## config.mk

```make
export PLATFORM = sky130hd
export DESIGN_NAME = stree_ctrl
export DESIGN_NICKNAME = d
export VERILOG_FILES = /design/src/design/stree_pkg.sv /design/src/design/stree_ctrl.sv
export SDC_FILE = /design/constraint.sdc
export NUM_CORES = 1
export LEC_CHECK = 0
export BUFFER_PORTS_ARGS = -buffer_cell sky130_fd_sc_hd__buf_2
export CAP_MARGIN = 20
export CORE_AREA = 2 2 39 41
export DETAILED_ROUTE_END_ITERATION = 10
export DIE_AREA = 0 0 41 43
export PLACE_DENSITY = 0.39
export SLEW_MARGIN = 20
export SYNTH_ARGS = -nofsm -noshare
export SYNTH_HDL_FRONTEND = slang
export SYNTH_SLANG_ARGS = --single-unit
```

## constraint.sdc

```tcl
create_clock -name i_clk -period 1.9 [get_ports i_clk]
set_input_delay 0.57 -clock i_clk [delete_from_list [all_inputs] [get_ports i_clk]]
set_output_delay 0.57 -clock i_clk [all_outputs]
set_load 0.02 [all_outputs]
```

## src/design/stree_pkg.sv

```systemverilog
// shared constants and types for the segment tree range max block
package stree_pkg;
    localparam int unsigned CAPACITY_DEF = 65536;
    localparam int unsigned DATA_W = 32;
    localparam int unsigned RANGE_W = 17;

    localparam logic REQ_LOAD  = 1'b0;
    localparam logic REQ_QUERY = 1'b1;

    // datapath operations issued by the controller
    typedef enum logic [2:0] {
        OP_NONE,
        OP_LEAF_WR,
        OP_PAIR_RD,
        OP_PARENT_WR,
        OP_Q_INIT,
        OP_Q_STEP,
        OP_Q_RESULT
    } t_op;

    typedef struct packed {
        t_op op;
    } t_cmd;

    typedef struct packed {
        logic climb_done;
        logic q_done;
        logic out_busy;
    } t_status;
endpackage

```

## src/design/stree_ctrl.sv

```systemverilog
// controller state machine for the segment tree block
module stree_ctrl (
    input  logic                 i_clk,
    input  logic                 i_rst_n,
    input  logic                 i_valid,
    input  logic                 i_req_type,
    input  stree_pkg::t_status   i_status,
    output logic                 o_ready,
    output stree_pkg::t_cmd      o_cmd
);
    localparam logic [2:0] S_IDLE  = 3'd0;
    localparam logic [2:0] S_RD    = 3'd1;
    localparam logic [2:0] S_WR    = 3'd2;
    localparam logic [2:0] S_QSTEP = 3'd3;
    localparam logic [2:0] S_QRES  = 3'd4;

    logic [2:0] r_state, n_state;

    assign o_ready = (r_state == S_IDLE) && !i_status.out_busy;

    always_comb begin
        n_state = r_state;
        o_cmd.op = stree_pkg::OP_NONE;
        unique case (r_state)
            S_IDLE: begin
                if (i_valid && o_ready) begin
                    if (i_req_type == stree_pkg::REQ_LOAD) begin
                        o_cmd.op = stree_pkg::OP_LEAF_WR;
                        n_state = S_RD;
                    end else begin
                        o_cmd.op = stree_pkg::OP_Q_INIT;
                        n_state = S_QSTEP;
                    end
                end
            end
            S_RD: begin
                if (i_status.climb_done) begin
                    n_state = S_IDLE;
                end else begin
                    o_cmd.op = stree_pkg::OP_PAIR_RD;
                    n_state = S_WR;
                end
            end
            S_WR: begin
                o_cmd.op = stree_pkg::OP_PARENT_WR;
                n_state = S_RD;
            end
            S_QSTEP: begin
                if (i_status.q_done) begin
                    n_state = S_QRES;
                end else begin
                    o_cmd.op = stree_pkg::OP_Q_STEP;
                end
            end
            S_QRES: begin
                o_cmd.op = stree_pkg::OP_Q_RESULT;
                n_state = S_IDLE;
            end
            default: n_state = S_IDLE;
        endcase
    end

    always_ff @(posedge i_clk) begin
        if (!i_rst_n) begin
            r_state <= S_IDLE;
        end else begin
            r_state <= n_state;
        end
    end

    a_wr_after_rd: assert property (@(posedge i_clk) disable iff (!i_rst_n)
        r_state == S_WR |-> $past(r_state) == S_RD)
        else $error("parent write without pair read");
    a_res_after_step: assert property (@(posedge i_clk) disable iff (!i_rst_n)
        r_state == S_QRES |-> $past(r_state) == S_QSTEP)
        else $error("result without query walk");
    a_ready_idle: assert property (@(posedge i_clk) disable iff (!i_rst_n)
        o_ready |-> r_state == S_IDLE)
        else $error("ready outside idle");
endmodule

```

==> results.tsv, run 1 <==
stage	metric	value	unit
sta	tightest_slew	226.5	ps
pwr	internal_power	182.1	µW
synth	ys_seq_elements	3	
cts	clk_pin_slew_worst_paths	40	ps
setup_path	cp_max_fo	3	
detailed_routing	drtPass1Iterations	3	
sta	setup_viol	2	
sta	hold_viol	0	
final_layout	nFillCells	158	
grt	grt_first_pass_wirelength	1159	µm
sta	fmax	496.1	MHz
sta	clock_skew	1.638	ps
setup_path	rrSetupSlack	780	ps
cts	numCtsBuffers	3	
die	start_util	17.00	%
detailed_routing	vias	285	
cts	clock_sinks	3	
placed_design	dp_hpwl	510	µm
setup_path	arrival	1450	ps
synth	synth_top_cell_area_share	25.53	%
setup_path	slowest_delay	550	ps
placed_design	placed_area	324.1	µm²
sta	period_minus_slack	2016	ps
setup_path	cp_slowest_cell	or4_4	
synth	synthCells	26	
die	dieArea	1763	µm²
setup_path	rr_worst_depth	2	
sta	rsz0062_at_grt	yes	
min_path	hold_end	r_state[1]	
die	die_x	41	µm
setup_path	crit_type	register to primary output	
synth	ys_warn_count	0	
die	num_rows	14	
grt	grt_max_degree	7	
synth	yosysUniqueCellTypes	20	
final_layout	largestRegisters	r_state: 3 flops	
pwr	p_sw	65.65	µW
synth	synth.net_count	33	
detailed_routing	antenna_left	0	
sta	period_share	106.1	%
synth	yosys.area.top_type	dfxtp_1	
setup_path	crit_path_cell_trace	or4_4, o211ai_2, buf_6	
setup_path	rr_startpoint	r_state[0]	
min_path	hold_start	r_state[0]	
sta	layout_setup_ws	-115.9	ps
cts	max-clock-path-buffers	2	
final_layout	regMostFlops	r_state	
setup_path	r2r_end	r_state[1]	
detailed_routing	drc	0	
synth	synth_area_leaders	dfxtp_1 26%, o32ai_1 7.4%, nor2b_1 5.3%	
pwr	p_clk_share	43.9	%
pwr	p_sw_share	26.50	%
outcome	status	finished, violations left	
final_layout	final_util	28.57	%
sta	final_max_slew_viol_count	0	
final_layout	diodes	0	
die	ios	11	
setup_path	crit_family	simple AND/OR/NAND/NOR gates	
synth	synthesis.area	235.2	µm²
pwr	combPwrFrac	28.6	%
final_layout	multi_input_area	163.9	µm²
cts	h-tree-depth	1	
grt	grt_use_total	9.829	%
min_path	hold_path.class	register to register	
placed_design	io_buffer_count	10	
grt	grt_pass1_vias	290	
cts	cts_tree	built	
grt	overflow	0	
flow_run	cap_violations	0	
detailed_routing	drt_iter0_markers	2	
pwr	leakage	0.1864	nW
detailed_routing	viasPerCell	4.672	
detailed_routing	wl_per_cell	10.77	µm
final_layout	drive_above_1_share	60.00	%
placed_design	gp_congestion	0.8090	
grt	antenna_found_initial	0	
setup_path	path_buf_inv	1	
outcome	violations	setup timing	
final_layout	layout.nets	53	
synth	syn_area_per_cell	9.047	µm²
final_layout	regArea	63.81	µm²
cts	clockRootBuffer	clkbuf_4	
pwr	sequentialPowerShare	27.5	%
detailed_routing	drt-total-wl	657	µm
setup_path	end_kind	primary output	
final_layout	syn_to_final_growth	68.08	%
die	core_area	1384	µm²
die	die_h	43	µm
pwr	cellPowerDensity	626.6	nW/µm²
setup_path	cp-start-kind	register	
setup_path	cp.depth	3	
pwr	ir_drop	319.3	µV
final_layout	fin_area	395.4	µm²
final_layout	largest_reg_flops	3	
min_path	hold_depth	2	
setup_path	cp.required	1330	ps
cts	clk_latency	230	ps
synth	synth-seq-area-share	25.53	%
sta	slew_headroom	84.85	%
cells in the final DEF, fill, tap and decap left out, drive strengths merged:
| cell | Yosys | layout |
|---|---|---|
| inv | 2 | 2 |
| o211ai | 1 | 1 |
| nor3b | 1 | 1 |
| clkbuf | 0 | 4 |
| nor2b | 2 | 2 |
| nand2b | 1 | 1 |
| nand3 | 2 | 2 |
| or4bb | 1 | 1 |
| o32ai | 2 | 2 |
| xnor2 | 1 | 1 |
| dfxtp | 3 | 3 |
| a21bo | 1 | 1 |
| o211a | 1 | 1 |
| or3b | 1 | 1 |
| or4 | 1 | 1 |
| buf | 1 | 16 |
| a32o | 1 | 1 |
| a21boi | 1 | 1 |
| nor2 | 1 | 1 |
| nand2 | 2 | 2 |
cell families after synthesis:
family / after synthesis / share of synthesized area [%]
and+or+nand+nor: 12 / 33.51
AOI/OAI and AO/OA: 7 / 29.26
buffers and inverters: 3 / 7.975
xor gates and xnor gates: 1 / 3.724
DFF: 3 / 25.53
worst min-delay path, delay by kind of cell (launching register included):
kind,cells,cell delay (ps)
compound gates,1,70
flops,1,350
simple gates,1,140
through the flow:
step | TNS [ps] | power, mW | hold WS (ps) | setup slack [ps] | cells
finish | -228.2 | 0.2477 | 603.3 | -115.9 | 61
global route | -357.9 | 0.2719 | 605.3 | -169.5 | 61
CTS | -245.2 | 0.2508 | 604.5 | -123.3 | 61
detailed placement | -258.7 | 0.1273 | 605.4 | -127.5 | 55
global placement | -275.5 | 0.1263 | 604.0 | -134.6 | 55
floorplan | 0 | 0.1034 | 537.5 | 3.943 | 26
worst max-delay path by stage:
stage / from / to
finish: r_state[0] / o_cmd[2]
global placement: i_status[0] / o_cmd[2]
CTS: r_state[0] / o_cmd[2]
floorplan: i_status[0] / o_cmd[0]
global route: r_state[0] / o_cmd[0]
detailed placement: i_status[0] / o_cmd[2]
timing repair:
action                                  4_1_cts  5_1_grt
resized for setup                             8        1
endpoints found under the setup margin        3        4
cloned                                        0        0
hold buffers                                  0        0
setup buffers                                 2        0
routing by layer:
layer  global-route usage, %  wire (µm)
met3                   4.712         36
met2                   14.37        357
met4                   4.000          0
met5                       0          0
met1                   11.86        263
area by class of cell:
| class | instances | share of cell area [%] |
|---|---|---|
| multi-input combinational | 20 | 41.46 |
| tap | 16 | 5.063 |
| inverter | 2 | 1.899 |
| clock buffer | 4 | 6.646 |
| timing repair buffer | 16 | 28.80 |
| sequential | 3 | 16.14 |
cells in the mapped netlist, drive strengths merged:
cell type and count:
nand2 2, o211a 1, or3b 1, nand3 2
inv 2, nor2b 2, a21bo 1, nor2 1
xnor2 1, buf 1, nand2b 1, or4bb 1
nor3b 1, or4 1, dfxtp 3, o211ai 1
o32ai 2, a32o 1, a21boi 1
power groups by stage:
stage               Combinational (mW)  Sequential (mW)  Clock [mW]
finish                          0.0707           0.0682       0.109
global route                    0.0763           0.0683       0.127
CTS                             0.0690           0.0678       0.114
detailed placement              0.0572           0.0700           0
global placement                0.0563           0.0700           0
floorplan                       0.0342           0.0691           0
Power figures use the tool's default switching activity.
==> run 2: changes to the inputs <==
ABC_AREA = 1   (was default)
TNS_END_PERCENT = 20   (was default)
==> results.tsv, run 2 <==
stage	metric	value	unit	change
cts	cts_tree	built		
grt	use_met2	12.19	%	-2.2 points
setup_path	cp-start-kind	input port		
final_layout	regMostFlops	r_state		
synth	yosys.area.top_type	dfxtp_1		
cts	h-tree-depth	1		unchanged
placed_design	gp_congestion	0.6206		-23%
min_path	hold_path.class	register to register		
final_layout	fin_area	356.6	µm²	-9.8%
placed_design	dp_hpwl	447.1	µm	-12%
final_layout	multi_input_area	128.9	µm²	-21%
detailed_routing	wl_per_cell	8.014	µm	-26%
final_layout	nFillCells	166		+5.1%
cts	clock_sinks	3		unchanged
setup_path	cp.required	1330	ps	about the same
sta	hold_viol	0		unchanged
placed_design	io_buffer_count	10		unchanged
final_layout	largestRegisters	r_state: 3 flops		
setup_path	rr_startpoint	r_state[2]		
sta	layout_setup_ws	84.79	ps	+200.7 ps
die	die_h	43	µm	unchanged
final_layout	syn_to_final_growth	54.89	%	
die	num_rows	14		unchanged
setup_path	cp_max_fo	3		unchanged
die	core_area	1384	µm²	unchanged
synth	syn_area_per_cell	5.903	µm²	-35%
die	die_x	41	µm	unchanged
synth	synth-edff-count	0		unchanged
placed_design	placed_area	300.3	µm²	-7.3%
final_layout	drive_above_1_share	39.29	%	-21 points
flow_run	cap_violations	0		unchanged
synth	synth.net_count	46		+39%
grt	grtUsageMet1	9.615	%	-2.2 points
synth	synth_top_cell_area_share	26.09	%	+0.56 points
synth	synth_common_cells	11 x inv_1, 7 x nor2_1, 6 x nand2_1, 5 x nand3_1, 3 x dfxtp_1		
setup_path	crit_family	buffers and inverters		
setup_path	end_kind	primary output		
synth	ys_warn_count	0		unchanged
detailed_routing	drc	0		unchanged
outcome	status	finished clean		
die	dieArea	1763	µm²	unchanged
sta	tightest_slew	221.4	ps	-5.144 ps
setup_path	critPathCapture	o_cmd[2]		
grt	grt_first_pass_wirelength	966	µm	-17%
grt	overflow	0		unchanged
synth	yosysUniqueCellTypes	11		-45%
detailed_routing	drtPass1Iterations	5		+2
cts	numCtsBuffers	3		unchanged
detailed_routing	drt_iter0_markers	1		-1
grt	grt_max_degree	7		unchanged
setup_path	crit_type	input port to primary output		
grt	antenna_found_initial	0		unchanged
pwr	cellPowerDensity	737.4	nW/µm²	+18%
synth	post-synth-top-count-cell	inv_1		
sta	fmax	550.9	MHz	+11%
sta	setup_viol	0		-2
final_layout	layout.nets	64		+21%
min_path	hold_start	r_state[0]		
setup_path	rrSetupSlack	860	ps	+80 ps
cts	clk_latency	230	ps	about the same
final_layout	regArea	61.31	µm²	-3.9%
sta	slew_headroom	85.22	%	+0.37 points
setup_path	path_buf_inv	4		+3
synth	ys.flop_type	dfxtp_1		
die	ios	11		unchanged
setup_path	crit_path_cell_trace	buf_2, inv_2, nand4_2, nor2_2, inv_1, nand3_1, buf_6		
pwr	ir_drop	306.4	µV	-4.0%
synth	synth-seq-area-share	26.09	%	+0.56 points
final_layout	largest_reg_flops	3		unchanged
sta	rsz0062_at_grt	no		
setup_path	cp_slowest_cell	nor2_2		
placed_design	dpl_worst_slack	48.05	ps	+175.6 ps
cts	clockRootBuffer	clkbuf_4		
setup_path	r2r_end	r_state[0]		
final_layout	final_util	25.77	%	-2.8 points
setup_path	arrival	1250	ps	-200 ps
final_layout	layout_common_cells	9 x inv_1, 9 x buf_2, 7 x nor2_1		
setup_path	cp.depth	7		+4
synth	synth_area_leaders	dfxtp_1 26%, inv_1 18%, nor2_1 11%		
grt	grt_pass1_vias	266		-8.3%
detailed_routing	antenna_left	0		unchanged
synth	synthCells	39		+50%
synth	ys_seq_elements	3		unchanged
setup_path	slowest_delay	150	ps	-400 ps
pwr	leakage	0.2169	nW	+16%
cts	clk_pin_slew_worst_paths	40	ps	about the same
sta	period_share	95.54	%	-11 points
detailed_routing	drt-total-wl	577	µm	-12%
final_layout	diodes	0		unchanged
grt	met3_usage	3.141	%	-1.6 points
die	start_util	16.64	%	-0.36 points
synth	postSynth.asyncResetShare	0	%	unchanged
detailed_routing	vias	281		-1.4%
sta	period_minus_slack	1815	ps	-200.7 ps
synth	synthesis.area	230.2	µm²	-2.1%
grt	grt_busiest_layer	met2		
sta	tns	0	ps	+228.2 ps
setup_path	rr_worst_depth	7		+5
sta	final_max_slew_viol_count	0		unchanged
setup_path	critPathLaunch	i_status[0]		
sta	clock_skew	1.607	ps	-0.03157 ps
grt	grt_use_total	8.425	%	-1.4 points
detailed_routing	viasPerCell	3.903		-16%
pwr	power	262.9	µW	+6.1%
cts	max-clock-path-buffers	2		unchanged
-- run 2: worst min-delay path by stage --
stage / endpoint / slack, ps / depth (start not counted)
global placement: r_state[2] / 550 / 2
finish: r_state[2] / 530 / 2
floorplan: r_state[2] / 500 / 2
detailed placement: r_state[2] / 540 / 2
global route: r_state[2] / 550 / 2
CTS: r_state[2] / 550 / 2
-- run 2: cell type report --
class                      instances  share of cell area (%)
sequential                         3                   17.19
multi-input combinational         25                   36.14
inverter                          11                   11.58
clock buffer                       4                   7.368
tap                               16                   5.614
timing repair buffer              13                   22.11
-- run 2: where the power goes --
part | internal, mW | total (mW) | switching [mW] | leakage (nW)
Sequential | 0.0680 | 0.0752 | 0.00716 | 0.0248
Clock | 0.0786 | 0.111 | 0.0320 | 0.0150
Combinational | 0.0351 | 0.0771 | 0.0420 | 0.177
-- run 2: stage by stage --
| step | std cells | hold slack [ps] |
|---|---|---|
| after floorplan | 39 | 495.4 |
| after global placement | 65 | 548.4 |
| after detailed placement | 65 | 542.3 |
| after CTS | 69 | 550.3 |
| after global routing | 72 | 547.5 |
| final | 72 | 527.2 |
-- run 2: cells by family (layout without fill, tap and decap cells) --
kind of cell | Yosys count | after routing | share of synthesized area, %
simple gates | 23 | 23 | 50.54
flops | 3 | 3 | 26.09
compound gates | 2 | 2 | 5.434
buf+inv | 11 | 28 | 17.93
-- run 2: metal layers --
layer	part of all wire, %	vias to the layer above
met4	2.8	0
met1	43	116
met2	46	9
met5	0	-
li1	-	154
met3	7.8	2
-- run 2: what timing repair did --
item | 4_1_cts | 5_1_grt
setup buffers | 0 | 3
endpoints found under the setup margin | 0 | 2
gates resized for setup | 0 | 5
hold buffers | 0 | 0
-- run 2: worst reg2reg max path, stage by stage (launching register included) --
cell     delay, ps
dfxtp_1        340
nor2_4         150
buf_4          120
nand2_1         50
a21oi_1        120
nor2_1          60
nand2_1         60
inv_1           30
==> run 3: changes to the inputs <==
CORE_AREA = 5 5 42 44   (was 2 2 39 41)
DIE_AREA = 0 0 47 49   (was 0 0 41 43)
==> results.tsv, run 3 (synthesized netlist as in run 2, its figures left out) <==
stage	metric	value	unit	change
placed_design	io_buffer_count	10		unchanged
final_layout	final_cells	73		+1.4%
setup_path	crit_type	input port to primary output		
sta	clock_skew	3.125	ps	+1.518 ps
outcome	status	finished clean		
cts	clk_pin_slew_worst_paths	40	ps	about the same
sta	final_max_slew_viol_count	0		unchanged
final_layout	syn_to_final_growth	64.13	%	
sta	fmax	547.1	MHz	-0.69%
cts	cts-hold-fix-buffers	0		unchanged
sta	slew_headroom	86.02	%	+0.80 points
final_layout	drive_above_1_share	40.35	%	+1.1 points
final_layout	multi_input_area	142.6	µm²	+11%
placed_design	place_inst	66		+1.5%
placed_design	placed_area	307.8	µm²	+2.5%
cts	clockRootBuffer	clkbuf_4		
die	die_h	49	µm	+14%
detailed_routing	vias	277		-1.4%
detailed_routing	viasPerCell	3.795		-2.8%
sta	period_minus_slack	1828	ps	+12.55 ps
pwr	ir_drop	383.1	µV	+25%
sta	hold_viol	0		unchanged
final_layout	final_util	26.96	%	+1.2 points
setup_path	end_kind	primary output		
detailed_routing	drt_iter0_markers	0		-1
final_layout	nFillCells	169		+1.8%
grt	antenna_found_initial	0		unchanged
cts	clk_latency	240	ps	about the same
pwr	leakage	0.2174	nW	+0.24%
placed_design	dpl_worst_slack	56.10	ps	+8.053 ps
sta	setup_viol	0		unchanged
detailed_routing	drtPass1Iterations	1		-4
final_layout	layout.nets	65		+1.6%
cts	clock_sinks	3		unchanged
final_layout	fin_area	377.9	µm²	+6.0%
sta	tns	0	ps	unchanged
pwr	power	269.1	µW	+2.3%
detailed_routing	wl_per_cell	8.438	µm	+5.3%
final_layout	diodes	0		unchanged
die	core_area	1401	µm²	+1.3%
grt	grt_max_degree	7		unchanged
die	ios	11		unchanged
die	dieArea	2303	µm²	+31%
sta	hold_ws	515.7	ps	-11.47 ps
setup_path	arrival	1260	ps	about the same
cts	numCtsBuffers	3		unchanged
setup_path	cp.required	1330	ps	about the same
grt	grt_first_pass_wirelength	924	µm	-4.3%
final_layout	largest_reg_flops	3		unchanged
placed_design	dp_hpwl	454.3	µm	+1.6%
cts	max-clock-path-buffers	2		unchanged
sta	tightest_slew	209.5	ps	-11.95 ps
detailed_routing	antenna_left	0		unchanged
setup_path	cp-start-kind	input port		
flow_run	cap_violations	0		unchanged
placed_design	gp_congestion	0.6212		about the same
final_layout	layout_common_cells	9 x inv_1, 9 x buf_2, 7 x nor2_1		
grt	grt_pass1_vias	235		-12%
setup_path	cp_max_fo	3		unchanged
cts	h-tree-depth	1		unchanged
die	start_util	16.43	%	-0.21 points
grt	overflow	0		unchanged
pwr	cellPowerDensity	712.2	nW/µm²	-3.4%
final_layout	regArea	61.31	µm²	unchanged
cts	cts_tree	built		
sta	layout_setup_ws	72.25	ps	-12.55 ps
die	die_x	47	µm	+15%
sta	period_share	96.20	%	+0.66 points
min_path	hold_path.class	register to register		
grt	grt_use_total	5.762	%	-2.7 points
final_layout	regMostFlops	r_state		
die	num_rows	14		unchanged
final_layout	largestRegisters	r_state: 3 flops		
detailed_routing	drc	0		unchanged
detailed_routing	drt-total-wl	616	µm	+6.8%
-- run 3: final timing paths --
check                     to  slack [ps]   startpoint  cells past startpoint
setup reg to reg  r_state[0]         850   r_state[2]                      7
setup / recovery    o_cmd[2]          70  i_status[0]                      7
hold / removal    r_state[2]         520   r_state[0]                      2
hold reg to reg   r_state[2]         520   r_state[0]                      2
-- run 3: worst max-delay path, stage by stage --
cell and delay, ps:
buf_2 110, inv_2 70, nand4_4 120, nor2_4 130, inv_1 40, nand3_1 80
buf_6 130
-- run 3: layout make-up --
type | count | area share [%]
inverters | 11 | 10.93
repair buffers | 14 | 22.85
clock buffers | 4 | 6.954
well taps | 16 | 5.298
multi-input cells | 25 | 37.75
flip-flops and latches | 3 | 16.23
-- run 3: timing repair --
action | in CTS | in global routing
gates resized for setup | 0 | 7
setup endpoints to repair | 0 | 1
setup buffers | 0 | 3
-- run 3: layer usage --
metal	up-vias	routed length [µm]	global-route usage, %
met5	-	0	0
met4	0	17	4.147
met3	2	72	4.059
met2	11	239	5.882
met1	107	287	7.860
li1	157	-	-
-- run 3: power by group --
group / switching [mW] / internal, mW
clock network: 0.0355 / 0.0789
logic: 0.0446 / 0.0354
registers: 0.00675 / 0.0680
